--- config.mk ---
export PLATFORM = sky130hd
export DESIGN_NAME = text_console_cursor_writer
export DESIGN_NICKNAME = d
export VERILOG_FILES = /design/src/rtl/tccw_pkg.sv /design/src/rtl/tccw_ctrl.sv /design/src/rtl/tccw_dp.sv /design/src/rtl/text_console_cursor_writer.sv
export VERILOG_INCLUDE_DIRS = /design/src /design/src/rtl
export SDC_FILE = /design/constraint.sdc
export NUM_CORES = 1
export LEC_CHECK = 0
export ABC_AREA = 1
export BUFFER_PORTS_ARGS = -buffer_cell sky130_fd_sc_hd__buf_2
export CORE_UTILIZATION = 35
export DETAILED_ROUTE_END_ITERATION = 8
export GPL_ROUTABILITY_DRIVEN = 0
export PLACE_DENSITY = 0.62
export SKIP_LAST_GASP = 1
export SYNTH_ARGS = -nofsm -noshare
export SYNTH_HDL_FRONTEND = slang
export SYNTH_HIERARCHICAL = 1
export SYNTH_SLANG_ARGS = --single-unit
--- constraint.sdc ---
create_clock -name clk -period 3.84 [get_ports clk]
set_input_delay 0.576 -clock clk [delete_from_list [all_inputs] [get_ports clk]]
set_output_delay 0.576 -clock clk [all_outputs]
set_load 0.02 [all_outputs]
--- src/rtl/text_console_cursor_writer_assert.svh ---
// Assertion macros for the text console cursor writer.
// Used by the top level; relies on clk and rst being in scope.
`ifndef TEXT_CONSOLE_CURSOR_WRITER_ASSERT_SVH
`define TEXT_CONSOLE_CURSOR_WRITER_ASSERT_SVH

// same-cycle implication
`define TCCW_ASSERT_NOW(label, ante, cons) \
  label: assert property (@(posedge clk) disable iff (rst) (ante) |-> (cons)) \
    else $error("tccw: assertion failed");

// next-cycle implication
`define TCCW_ASSERT_NEXT(label, ante, cons) \
  label: assert property (@(posedge clk) disable iff (rst) (ante) |=> (cons)) \
    else $error("tccw: assertion failed");

`endif

--- src/rtl/tccw_pkg.sv ---
// Package for the text console cursor writer: screen constants, codes,
// and controller/datapath command and status types. No dependencies.
`default_nettype none

package tccw_pkg;

  localparam int SCREEN_COLUMNS = 80;
  localparam int SCREEN_ROWS    = 25;
  localparam int TAB_STOP       = 8;

  localparam int COL_W  = 7;
  localparam int ROW_W  = 5;
  localparam int BYTE_W = 8;
  localparam int TAB_W  = (TAB_STOP > 1) ? $clog2(TAB_STOP) : 1;

  localparam logic [BYTE_W-1:0] CH_BACKSPACE = 8'd8;
  localparam logic [BYTE_W-1:0] CH_TAB       = 8'd9;
  localparam logic [BYTE_W-1:0] CH_NEWLINE   = 8'd10;
  localparam logic [BYTE_W-1:0] CH_RETURN    = 8'd13;
  localparam logic [BYTE_W-1:0] CH_SPACE     = 8'd32;
  localparam logic [BYTE_W-1:0] ATTR_TEXT    = 8'd7;
  localparam logic [BYTE_W-1:0] ATTR_CLEAR   = 8'd0;
  localparam logic [BYTE_W-1:0] GLYPH_CLEAR  = 8'd0;

  typedef enum logic [2:0] {
    CLS_PRINT,
    CLS_NEWLINE,
    CLS_RETURN,
    CLS_BACKSPACE,
    CLS_TAB
  } char_cls_t;

  typedef enum logic [2:0] {
    OP_NONE,
    OP_BACKSPACE,
    OP_RETURN,
    OP_NEWLINE,
    OP_CLEAR_ROW,
    OP_PUT_CHAR,
    OP_PUT_SPACE
  } dp_op_t;

  typedef enum logic [2:0] {
    ST_IDLE,
    ST_DECODE,
    ST_SEND,
    ST_SEND_NL,
    ST_CLEAR_ROW,
    ST_SEND_TAB
  } ctrl_state_t;

  typedef struct packed {
    logic   capture;
    dp_op_t op;
  } dp_cmd_t;

  typedef struct packed {
    char_cls_t cls;
    logic      phase_zero;
    logic      span_last;
  } dp_status_t;

endpackage

`default_nettype wire

--- src/rtl/tccw_ctrl.sv ---
// Controller FSM for the text console cursor writer.
// Depends on tccw_pkg for state, command and status types.
`default_nettype none

module tccw_ctrl (
  input  logic                 clk,
  input  logic                 rst,
  input  logic                 in_valid,
  output logic                 in_ready,
  output logic                 out_valid,
  input  logic                 out_ready,
  input  tccw_pkg::dp_status_t status,
  output tccw_pkg::dp_cmd_t    cmd
);

  tccw_pkg::ctrl_state_t state, state_next;

  always_ff @(posedge clk) begin
    if (rst) begin
      state <= tccw_pkg::ST_IDLE;
    end else begin
      state <= state_next;
    end
  end

  always_comb begin
    state_next = state;
    case (state)
      tccw_pkg::ST_IDLE: begin
        if (in_valid) state_next = tccw_pkg::ST_DECODE;
      end
      tccw_pkg::ST_DECODE: begin
        case (status.cls)
          tccw_pkg::CLS_NEWLINE:   state_next = tccw_pkg::ST_SEND_NL;
          tccw_pkg::CLS_RETURN:    state_next = tccw_pkg::ST_SEND;
          tccw_pkg::CLS_BACKSPACE: state_next = tccw_pkg::ST_IDLE;
          tccw_pkg::CLS_TAB: begin
            state_next = status.phase_zero ? tccw_pkg::ST_IDLE : tccw_pkg::ST_SEND_TAB;
          end
          default:                 state_next = tccw_pkg::ST_SEND;
        endcase
      end
      tccw_pkg::ST_SEND: begin
        if (out_ready) state_next = tccw_pkg::ST_IDLE;
      end
      tccw_pkg::ST_SEND_NL: begin
        if (out_ready) state_next = tccw_pkg::ST_CLEAR_ROW;
      end
      tccw_pkg::ST_CLEAR_ROW: begin
        state_next = tccw_pkg::ST_SEND;
      end
      tccw_pkg::ST_SEND_TAB: begin
        if (out_ready) begin
          state_next = status.span_last ? tccw_pkg::ST_IDLE : tccw_pkg::ST_DECODE;
        end
      end
      default: state_next = tccw_pkg::ST_IDLE;
    endcase
  end

  always_comb begin
    in_ready    = (state == tccw_pkg::ST_IDLE);
    out_valid   = (state == tccw_pkg::ST_SEND) || (state == tccw_pkg::ST_SEND_NL) ||
                  (state == tccw_pkg::ST_SEND_TAB);
    cmd.capture = (state == tccw_pkg::ST_IDLE);
    cmd.op      = tccw_pkg::OP_NONE;
    case (state)
      tccw_pkg::ST_DECODE: begin
        case (status.cls)
          tccw_pkg::CLS_NEWLINE:   cmd.op = tccw_pkg::OP_NEWLINE;
          tccw_pkg::CLS_RETURN:    cmd.op = tccw_pkg::OP_RETURN;
          tccw_pkg::CLS_BACKSPACE: cmd.op = tccw_pkg::OP_BACKSPACE;
          tccw_pkg::CLS_TAB: begin
            cmd.op = status.phase_zero ? tccw_pkg::OP_NONE : tccw_pkg::OP_PUT_SPACE;
          end
          default:                 cmd.op = tccw_pkg::OP_PUT_CHAR;
        endcase
      end
      tccw_pkg::ST_CLEAR_ROW: cmd.op = tccw_pkg::OP_CLEAR_ROW;
      default:                cmd.op = tccw_pkg::OP_NONE;
    endcase
  end

endmodule

`default_nettype wire

--- src/rtl/tccw_dp.sv ---
// Datapath for the text console cursor writer: cursor, tab phase,
// captured character and output span register. Depends on tccw_pkg.
`default_nettype none

module tccw_dp (
  input  logic                                clk,
  input  logic                                rst,
  input  tccw_pkg::dp_cmd_t                   cmd,
  output tccw_pkg::dp_status_t                status,
  input  logic [tccw_pkg::BYTE_W-1:0]         char_code,
  output logic [tccw_pkg::ROW_W-1:0]          row,
  output logic [tccw_pkg::COL_W-1:0]          start_col,
  output logic [tccw_pkg::COL_W-1:0]          cell_count,
  output logic [tccw_pkg::BYTE_W-1:0]         glyph,
  output logic [tccw_pkg::BYTE_W-1:0]         attribute,
  output logic                                last
);

  localparam int COL_W = tccw_pkg::COL_W;
  localparam int ROW_W = tccw_pkg::ROW_W;
  localparam int TAB_W = tccw_pkg::TAB_W;

  logic [COL_W-1:0]          cursor_col;
  logic [ROW_W-1:0]          cursor_row;
  logic [TAB_W-1:0]          phase;
  logic [tccw_pkg::BYTE_W-1:0] ch;

  logic [COL_W:0]   col_inc;
  logic [TAB_W:0]   phase_inc;
  logic [ROW_W-1:0] row_next;
  logic [COL_W:0]   rest_count;
  logic             wrap;
  logic             tab_last;

  assign col_inc    = {1'b0, cursor_col} + (COL_W+1)'(1);
  assign phase_inc  = {1'b0, phase} + (TAB_W+1)'(1);
  assign wrap       = (col_inc == (COL_W+1)'(tccw_pkg::SCREEN_COLUMNS));
  assign tab_last   = wrap || (phase_inc == (TAB_W+1)'(tccw_pkg::TAB_STOP));
  assign row_next   = (cursor_row == ROW_W'(tccw_pkg::SCREEN_ROWS - 1)) ? '0
                                                                      : cursor_row + 1'b1;
  assign rest_count = (COL_W+1)'(tccw_pkg::SCREEN_COLUMNS) - {1'b0, cursor_col};

  always_comb begin
    case (ch)
      tccw_pkg::CH_NEWLINE:   status.cls = tccw_pkg::CLS_NEWLINE;
      tccw_pkg::CH_RETURN:    status.cls = tccw_pkg::CLS_RETURN;
      tccw_pkg::CH_BACKSPACE: status.cls = tccw_pkg::CLS_BACKSPACE;
      tccw_pkg::CH_TAB:       status.cls = tccw_pkg::CLS_TAB;
      default:                status.cls = tccw_pkg::CLS_PRINT;
    endcase
    status.phase_zero = (phase == '0);
    status.span_last  = last;
  end

  always_ff @(posedge clk) begin
    if (cmd.capture) ch <= char_code;
  end

  // cursor and tab phase
  always_ff @(posedge clk) begin
    if (rst) begin
      cursor_col <= '0;
      cursor_row <= '0;
      phase      <= '0;
    end else begin
      case (cmd.op)
        tccw_pkg::OP_BACKSPACE: begin
          if (cursor_col != '0) begin
            cursor_col <= cursor_col - 1'b1;
            phase      <= (phase == '0) ? TAB_W'(tccw_pkg::TAB_STOP - 1) : phase - 1'b1;
          end
        end
        tccw_pkg::OP_RETURN: begin
          cursor_col <= '0;
          phase      <= '0;
        end
        tccw_pkg::OP_NEWLINE: begin
          cursor_col <= '0;
          phase      <= '0;
          cursor_row <= row_next;
        end
        tccw_pkg::OP_PUT_CHAR, tccw_pkg::OP_PUT_SPACE: begin
          if (wrap) begin
            cursor_col <= '0;
            phase      <= '0;
            cursor_row <= row_next;
          end else begin
            cursor_col <= col_inc[COL_W-1:0];
            phase      <= (phase_inc == (TAB_W+1)'(tccw_pkg::TAB_STOP)) ? '0
                                                                       : phase_inc[TAB_W-1:0];
          end
        end
        default: ;
      endcase
    end
  end

  // output span register
  always_ff @(posedge clk) begin
    case (cmd.op)
      tccw_pkg::OP_RETURN, tccw_pkg::OP_NEWLINE: begin
        row        <= cursor_row;
        start_col  <= cursor_col;
        cell_count <= rest_count[COL_W-1:0];
        glyph      <= tccw_pkg::GLYPH_CLEAR;
        attribute  <= tccw_pkg::ATTR_CLEAR;
        last       <= (cmd.op == tccw_pkg::OP_RETURN);
      end
      tccw_pkg::OP_CLEAR_ROW: begin
        row        <= cursor_row;
        start_col  <= '0;
        cell_count <= COL_W'(tccw_pkg::SCREEN_COLUMNS);
        glyph      <= tccw_pkg::GLYPH_CLEAR;
        attribute  <= tccw_pkg::ATTR_CLEAR;
        last       <= 1'b1;
      end
      tccw_pkg::OP_PUT_CHAR: begin
        row        <= cursor_row;
        start_col  <= cursor_col;
        cell_count <= COL_W'(1);
        glyph      <= ch;
        attribute  <= tccw_pkg::ATTR_TEXT;
        last       <= 1'b1;
      end
      tccw_pkg::OP_PUT_SPACE: begin
        row        <= cursor_row;
        start_col  <= cursor_col;
        cell_count <= COL_W'(1);
        glyph      <= tccw_pkg::CH_SPACE;
        attribute  <= tccw_pkg::ATTR_TEXT;
        last       <= tab_last;
      end
      default: ;
    endcase
  end

endmodule

`default_nettype wire

--- src/rtl/text_console_cursor_writer.sv ---
// Top level of the text console cursor writer: controller plus datapath.
// Depends on tccw_pkg, tccw_ctrl, tccw_dp and the assertion macro header.
//
//   channel  | handshake           | payload
//   ---------+---------------------+-----------------------------------------------
//   input    | in_valid, in_ready  | char_code
//   output   | out_valid,out_ready | row, start_col, cell_count, glyph, attribute, last
//
// Per character: printable and return pass idle, decode and send; newline passes idle,
// decode, send, clear row and send; backspace passes idle and decode with no output; tab
// repeats decode and send once per space cell (no output when already on a stop). The
// controller issues each datapath op through a single output span register.
// Synchronous reset puts the cursor at row 0, column 0.
// Output stalls hold the span register and the controller; input waits meanwhile.
`default_nettype none
`include "text_console_cursor_writer_assert.svh"

module text_console_cursor_writer (
  input  logic                        clk,
  input  logic                        rst,
  input  logic                        in_valid,
  output logic                        in_ready,
  input  logic [tccw_pkg::BYTE_W-1:0] char_code,
  output logic                        out_valid,
  input  logic                        out_ready,
  output logic [tccw_pkg::ROW_W-1:0]  row,
  output logic [tccw_pkg::COL_W-1:0]  start_col,
  output logic [tccw_pkg::COL_W-1:0]  cell_count,
  output logic [tccw_pkg::BYTE_W-1:0] glyph,
  output logic [tccw_pkg::BYTE_W-1:0] attribute,
  output logic                        last
);

  tccw_pkg::dp_cmd_t    cmd;
  tccw_pkg::dp_status_t status;

  logic [tccw_pkg::COL_W:0] span_end;
  logic                     span_fits;

  tccw_ctrl u_ctrl (
    .clk       (clk),
    .rst       (rst),
    .in_valid  (in_valid),
    .in_ready  (in_ready),
    .out_valid (out_valid),
    .out_ready (out_ready),
    .status    (status),
    .cmd       (cmd)
  );

  tccw_dp u_dp (
    .clk        (clk),
    .rst        (rst),
    .cmd        (cmd),
    .status     (status),
    .char_code  (char_code),
    .row        (row),
    .start_col  (start_col),
    .cell_count (cell_count),
    .glyph      (glyph),
    .attribute  (attribute),
    .last       (last)
  );

  assign span_end  = {1'b0, start_col} + {1'b0, cell_count};
  assign span_fits = (cell_count != '0) &&
                     (span_end <= (tccw_pkg::COL_W+1)'(tccw_pkg::SCREEN_COLUMNS));

  `TCCW_ASSERT_NOW(a_no_accept_while_sending, in_valid && in_ready, !out_valid)
  `TCCW_ASSERT_NEXT(a_last_frees_input, out_valid && out_ready && last, in_ready)
  `TCCW_ASSERT_NEXT(a_more_after_not_last, out_valid && out_ready && !last, !in_ready)
  `TCCW_ASSERT_NOW(a_span_in_row, out_valid, span_fits)

endmodule

`default_nettype wire

# Yosys cells after proc, flatten, opt, wreduce, memory -nomap -nowiden
# Index checks and enable logic that the tools add are counted.
# word_totals
regBits,62
inputBits,12
out_inout_bits,38
word_cells,95
# classes
n_addsub,6
n_eq_ne,28
mux,28
reduce_logical,22
# ops
cell,count
$pmux W7 S3,2
$eq A8 B4 Y1 const B,4
$mux W3,10
$pmux W3 S4,2
$pmux W8 S3,1
$eq A3 B2 Y1 const B,6
$eq A3 B3 Y1 const B,6
$pmux W3 S3,2
$pmux W3 S6,1
$pmux W8 S2,1
$mux W7,2
$pmux W7 S2,1
$reduce_bool A3 Y1,4
$mux W5,2
$pmux W5 S2,1
$eq A3 B1 Y1 const B,3
$add A7 B1 Y8 const B,1
$eq A8 B7 Y1 const B,1
$ne A2 B2 Y1 const B,4
$reduce_bool A7 Y1,1
$sub A7 B1 Y7 const B,1
$sub A7 B7 Y7 const A,1
$logic_not A3 Y1,2
$pmux W3 S2,1
other kinds (16),24

# Longest topological paths before layout
# logic_depth
ltp_word,9
depth_mapped,22
depth_no_buf,22

# Modules after synthesis
# Netlist, hierarchy kept.
# by_module_without_submodules
module,n_inst,cells_per_inst,area_each_um2,seq_area_each_um2
tccw_dp,1,304,2717.6,1411.4
tccw_ctrl,1,53,290.3,60.1

# Least setup slack after synthesis
# Ideal clock, no wire load.
# synth_path
path_kind,flip-flop to flip-flop
from,register u_dp/ch[2] (netlist name)
to,register u_dp/glyph[0] (netlist name) (enable)
setup_ns,0.329
arrival_ns,2.448
required_ns,3.511
setup_slack_ns,1.063
path_stages_with_launch,16
path_buffers,0
period_less_slack_ns,2.777
cell_sequence,edfxtp_1 -> nor2_1 -> inv_1 -> nor3_1 -> nand2_1 -> o21ai_0 -> nor2_1 -> o21ai_0 -> nand2_1 -> a21oi_1 -> nand2_1 -> nor2_1 -> inv_1 -> nand2_1 -> nor2_1 -> nand2_1
# synth_lines
item,line_no,source
from (decl),tccw_dp.sv:26,logic [tccw_pkg::BYTE_W-1:0] ch;
from (signal assigned),tccw_dp.sv:56,if (cmd.capture) ch <= char_code;
to (signal assigned),tccw_dp.sv:105,glyph <= tccw_pkg::GLYPH_CLEAR;
to (signal assigned),tccw_dp.sv:113,glyph <= tccw_pkg::GLYPH_CLEAR;
to (signal assigned),tccw_dp.sv:121,glyph <= ch;
to (decl),tccw_dp.sv:14,"output logic [tccw_pkg::BYTE_W-1:0] glyph,"

==> results.md <==
| Item | This run | Unit |
|:---|:---|:---|
| Run status | completed | - |
| Routed wire length per instance | 11.3 | um |
| Placeable Area | 8260 | um^2 |
| Chip width | 94.7 | um |
| Arrival time of the worst setup path | 3.58 | ns |
| Setup_tns | 0 | ns |
| Worst reg2reg endpoint | u_dp/cursor_col[0]$_SDFFE_PP0P_ | - |
| Diodes inserted | 0 | - |
| Initial Utilization | 36.4 | % |
| Beginning of the worst register-to-register path | u_dp/ch[2]$_DFFE_PP_ | - |
| Critical path start-end classification | register to register | - |
| Detailed Route Iter0 Violations | 142 | - |
| Area post-placement | 3250 | um^2 |
| Share of Yosys cell area claimed by the top area cell type | 36.9 | % |
| H-tree depth | 2 | - |
| GRT Total Usage | 13.6 | % |
| IO Pins | 50 | - |
| Number of nets in the layout | 417 | - |
| Clock tree from TritonCTS | yes | - |
| Max-Slew Margin vs Limit | 64.8 | % |
| Setup violation total in the final timing report | 0 | - |
| CTS Buf Count | 5 | - |
| Number of distinct library cell variants in the gate-level netlist after synthesis | 36 | - |
| Final WL | 5680 | um |
| Worst-case setup slack after placement | 0.503 | ns |
| Mapped cell area | 3010 | um^2 |
| Clock net sink count | 55 | - |
| Register clock-pin slew on the reported worst setup and hold paths | 0.11 | ns |
| Fill cell instance count of the final layout | 842 | - |
| Die ar. | 8970 | um^2 |
| Maximum clock rate | 0.296 | GHz |
| Number of hold buffers added after CTS | 0 | - |
| Launch point of the worst hold path | char_code[7] | - |
| Layout Utilization | 40.5 | % |
| Count of final max-slew check failures | 0 | - |
| Max clock buf depth | 2 | - |
| Number of hold-slack violations in the final timing report | 0 | - |
| Ratio of final minimum period to clock period | 88.1 | % |
| Worst vdd rail ir drop | 0.000218 | V |
| Pin count of the biggest net entering global routing | 20 | - |
| Antenna Violating Nets Remaining | 0 | - |
| Clk_lat worst skew | 0.31 | ns |
| Worst Setup SP | u_dp/ch[2]$_DFFE_PP_ | - |
| Min Hold Slack | 0.427 | ns |
| Share of cells above drive strength 1 | 19.6 | % |
| Synth-to-Final Area Change | 11.2 | % |
| Antenna violations before repair | 0 | - |
| Maximum fanout along the worst path | 15 | - |
| Total number of vias | 2402 | - |
| Fin area | 3340 | um^2 |
| Critical path buffer and inverter count | 3 | - |
| Most common library cell in the layout ignoring fill and taps | sky130_fd_sc_hd__nand2_1 | - |
| Setup slack, reg-to-reg | 0.46 | ns |
| Endpoint kind of the worst setup timing path | register | - |
| Max incr delay on CP | 0.44 | ns |
| Instance count of the mapped netlist | 357 | - |
| Worst clock skew on the final layout | 0.0132 | ns |
| Average instance area after synthesis | 8.43 | um^2 |
| Master of the slowest instance on the critical path | sky130_fd_sc_hd__a21oi_1 | - |
| Max Cap Viol | 0 | - |
| Crit path launch type | register | - |
| Commonest cells after routing, fill and taps aside | sky130_fd_sc_hd__nand2_1, sky130_fd_sc_hd__inv_1, sky130_fd_sc_hd__buf_2 | - |
| Placed wire-length estimate | 4280 | um |
| Leading post-synthesis cells by cell area | sky130_fd_sc_hd__edfxtp_1, sky130_fd_sc_hd__dfxtp_1, sky130_fd_sc_hd__nand2_1 | - |
| Actual transition at the worst max-transition pin | 0.528 | ns |
| Delay-heaviest family, CP | simple AND/OR/NAND/NOR gates | - |
| Total of warnings raised by yosys | 6 | - |
| Buffer cell driving the clock tree root | sky130_fd_sc_hd__clkbuf_8 | - |
| Largest area contributor in the netlist | sky130_fd_sc_hd__edfxtp_1 | - |
| Crit path cell chain | nor2_1 > inv_1 > nor3_1 > nand2_1 > o21ai_0 > nor2_1 > o21ai_0 > nand2_1 > a21oi_1 > nand3_4 > nand2_4 > inv_4 > nand2_4 > nand2_2 > nand2_4 > inv_2 > o21ai_1 > a21oi_2 | - |
| Post-layout min period | 3.38 | ns |
| Via-per-instance ratio | 4.78 | - |
| Setup repair after global routing missed its margin | false | - |
| Total overflow reported by the global router | 0 | - |
| Buffers inserted during post-CTS setup optimization | 0 | - |
| Overall die height | 94.7 | um |
| Standard-cell row count | 33 | - |
| Synthesized flop and latch total | 55 | - |
| Hold path endpoint | u_dp/ch[7]$_DFFE_PP_ | - |
| Hold/Removal Path Class | primary input to register | - |
| Number of iterations in the first detailed-routing pass | 4 | - |
| Global-route wire length before repair | 9540 | um |
| Total power density per cell area | 639 | nW/um^2 |
| Number of cells on the worst hold path | 1 | - |
| Sequential area share after synthesis | 48.9 | % |
| Required time reported for the critical path endpoint | 4.04 | ns |
| Number of global-route vias before repair | 2140 | - |
| Drc violations | 0 | - |
| Cell occurring most often along the worst timing path | sky130_fd_sc_hd__nand2_4 | - |
| Number of cells on the worst reg-to-reg path | 18 | - |
| Post-cts repair resize count | 0 | - |
| Leakage Power | 1.47 | nW |
| Setup WS post-layout | 0.458 | ns |
| Quantity of I/O buffers inserted on ports | 44 | - |
synthesized netlist by cell type:
cell type and count:
sky130_fd_sc_hd__nand2_1 76, sky130_fd_sc_hd__inv_1 48, sky130_fd_sc_hd__edfxtp_1 37, sky130_fd_sc_hd__nor2_1 33, sky130_fd_sc_hd__nand3_1 27, sky130_fd_sc_hd__a21oi_1 20
sky130_fd_sc_hd__dfxtp_1 18, sky130_fd_sc_hd__o21ai_0 18, sky130_fd_sc_hd__buf_4 11, sky130_fd_sc_hd__ha_1 9, sky130_fd_sc_hd__o21ai_1 6, sky130_fd_sc_hd__nand4_1 5
sky130_fd_sc_hd__a21oi_2 4, sky130_fd_sc_hd__inv_2 4, sky130_fd_sc_hd__nand2_4 4, sky130_fd_sc_hd__nor3_1 4, sky130_fd_sc_hd__or2_2 4, sky130_fd_sc_hd__a31oi_1 3
sky130_fd_sc_hd__buf_6 3, sky130_fd_sc_hd__nand2_2 3, sky130_fd_sc_hd__nor2_2 3, sky130_fd_sc_hd__buf_2 2, sky130_fd_sc_hd__xor2_1 2, sky130_fd_sc_hd__a21boi_0 1
sky130_fd_sc_hd__a21o_1 1, sky130_fd_sc_hd__a32oi_1 1, sky130_fd_sc_hd__conb_1 1, sky130_fd_sc_hd__inv_4 1, sky130_fd_sc_hd__nand3_2 1, sky130_fd_sc_hd__nand3_4 1
sky130_fd_sc_hd__nand3b_1 1, sky130_fd_sc_hd__nor4_1 1, sky130_fd_sc_hd__o21a_1 1, sky130_fd_sc_hd__o21ai_2 1, sky130_fd_sc_hd__o21bai_1 1, sky130_fd_sc_hd__xnor2_1 1
worst max path at each step:
stage / endpoint / slack (ns) / depth (start not counted)
2_1_floorplan: u_dp/glyph[0]$_DFFE_PP_ / 1.06 / 15
3_3_place_gp: u_dp/cursor_col[0]$_SDFFE_PP0P_ / 0.59 / 19
3_5_place_dp: u_dp/phase[1]$_SDFFE_PP0P_ / 0.50 / 18
4_1_cts: u_dp/cursor_col[0]$_SDFFE_PP0P_ / 0.46 / 18
5_1_grt: u_dp/phase[1]$_SDFFE_PP0P_ / 0.06 / 18
6_report: u_dp/cursor_col[0]$_SDFFE_PP0P_ / 0.46 / 18
report_power, final:
part | switching (W) | total, W | internal, W
clock | 0.000201 | 0.000336 | 0.000134
sequential | 0.000123 | 0.000947 | 0.000824
combinational | 0.000581 | 0.000855 | 0.000274
cells by family (layout without fill, tap and decap cells):
kind of cell / Yosys count / in the layout / share of synthesized area, %
flip-flops: 55 / 55 / 48.9
adder cells (fa/ha/maj): 9 / 9 / 3.74
buffers and inverters: 69 / 105 / 10.9
XOR/XNOR: 3 / 3 / 0.874
AO/OA/AOI/OAI: 57 / 57 / 10.7
AND/OR/NAND/NOR: 163 / 163 / 24.8
other: 1 / 5 / 0.125
sequential cells by signal, indices dropped and copies added, names as in the netlist:
| register | flops |
|---|---|
| u_dp/start_col | 7 |
| u_dp/attribute | 1 |
| u_dp/cursor_row | 5 |
| u_dp/row | 5 |
| u_ctrl/state | 3 |
| u_dp/phase | 3 |
| u_dp/cursor_col | 7 |
| u_dp/glyph | 8 |
| u_dp/cell_count | 7 |
| u_dp/last | 1 |
| u_dp/ch | 8 |
metal layers:
layer  vias up  GRT usage, %  wire length [um]
li1       1234             -                 -
met1      1082          17.3              2590
met2        80          23.1              2670
met3         6          2.50               336
met4         0          4.29                82
met5         -             0                 0
final cells by class:
type / instances / area (um^2) / share of cell area, %
clock buffers: 5 / 68.8 / 2.06
flip-flops and latches: 55 / 1470 / 44.0
repair buffers: 44 / 220 / 6.58
multi-input cells: 237 / 1220 / 36.6
well taps: 105 / 131 / 3.93
clock inverters: 3 / 27.5 / 0.823
inverters: 53 / 201 / 6.02
through the flow:
| step | total power (W) | cells |
|---|---|---|
| 2_1_floorplan | 0.00163 | 361 |
| 3_3_place_gp | 0.00180 | 494 |
| 3_5_place_dp | 0.00181 | 494 |
| 4_1_cts | 0.00216 | 502 |
| 5_1_grt | 0.00231 | 502 |
| 6_report | 0.00214 | 502 |
Power figures use the tool's default switching activity.
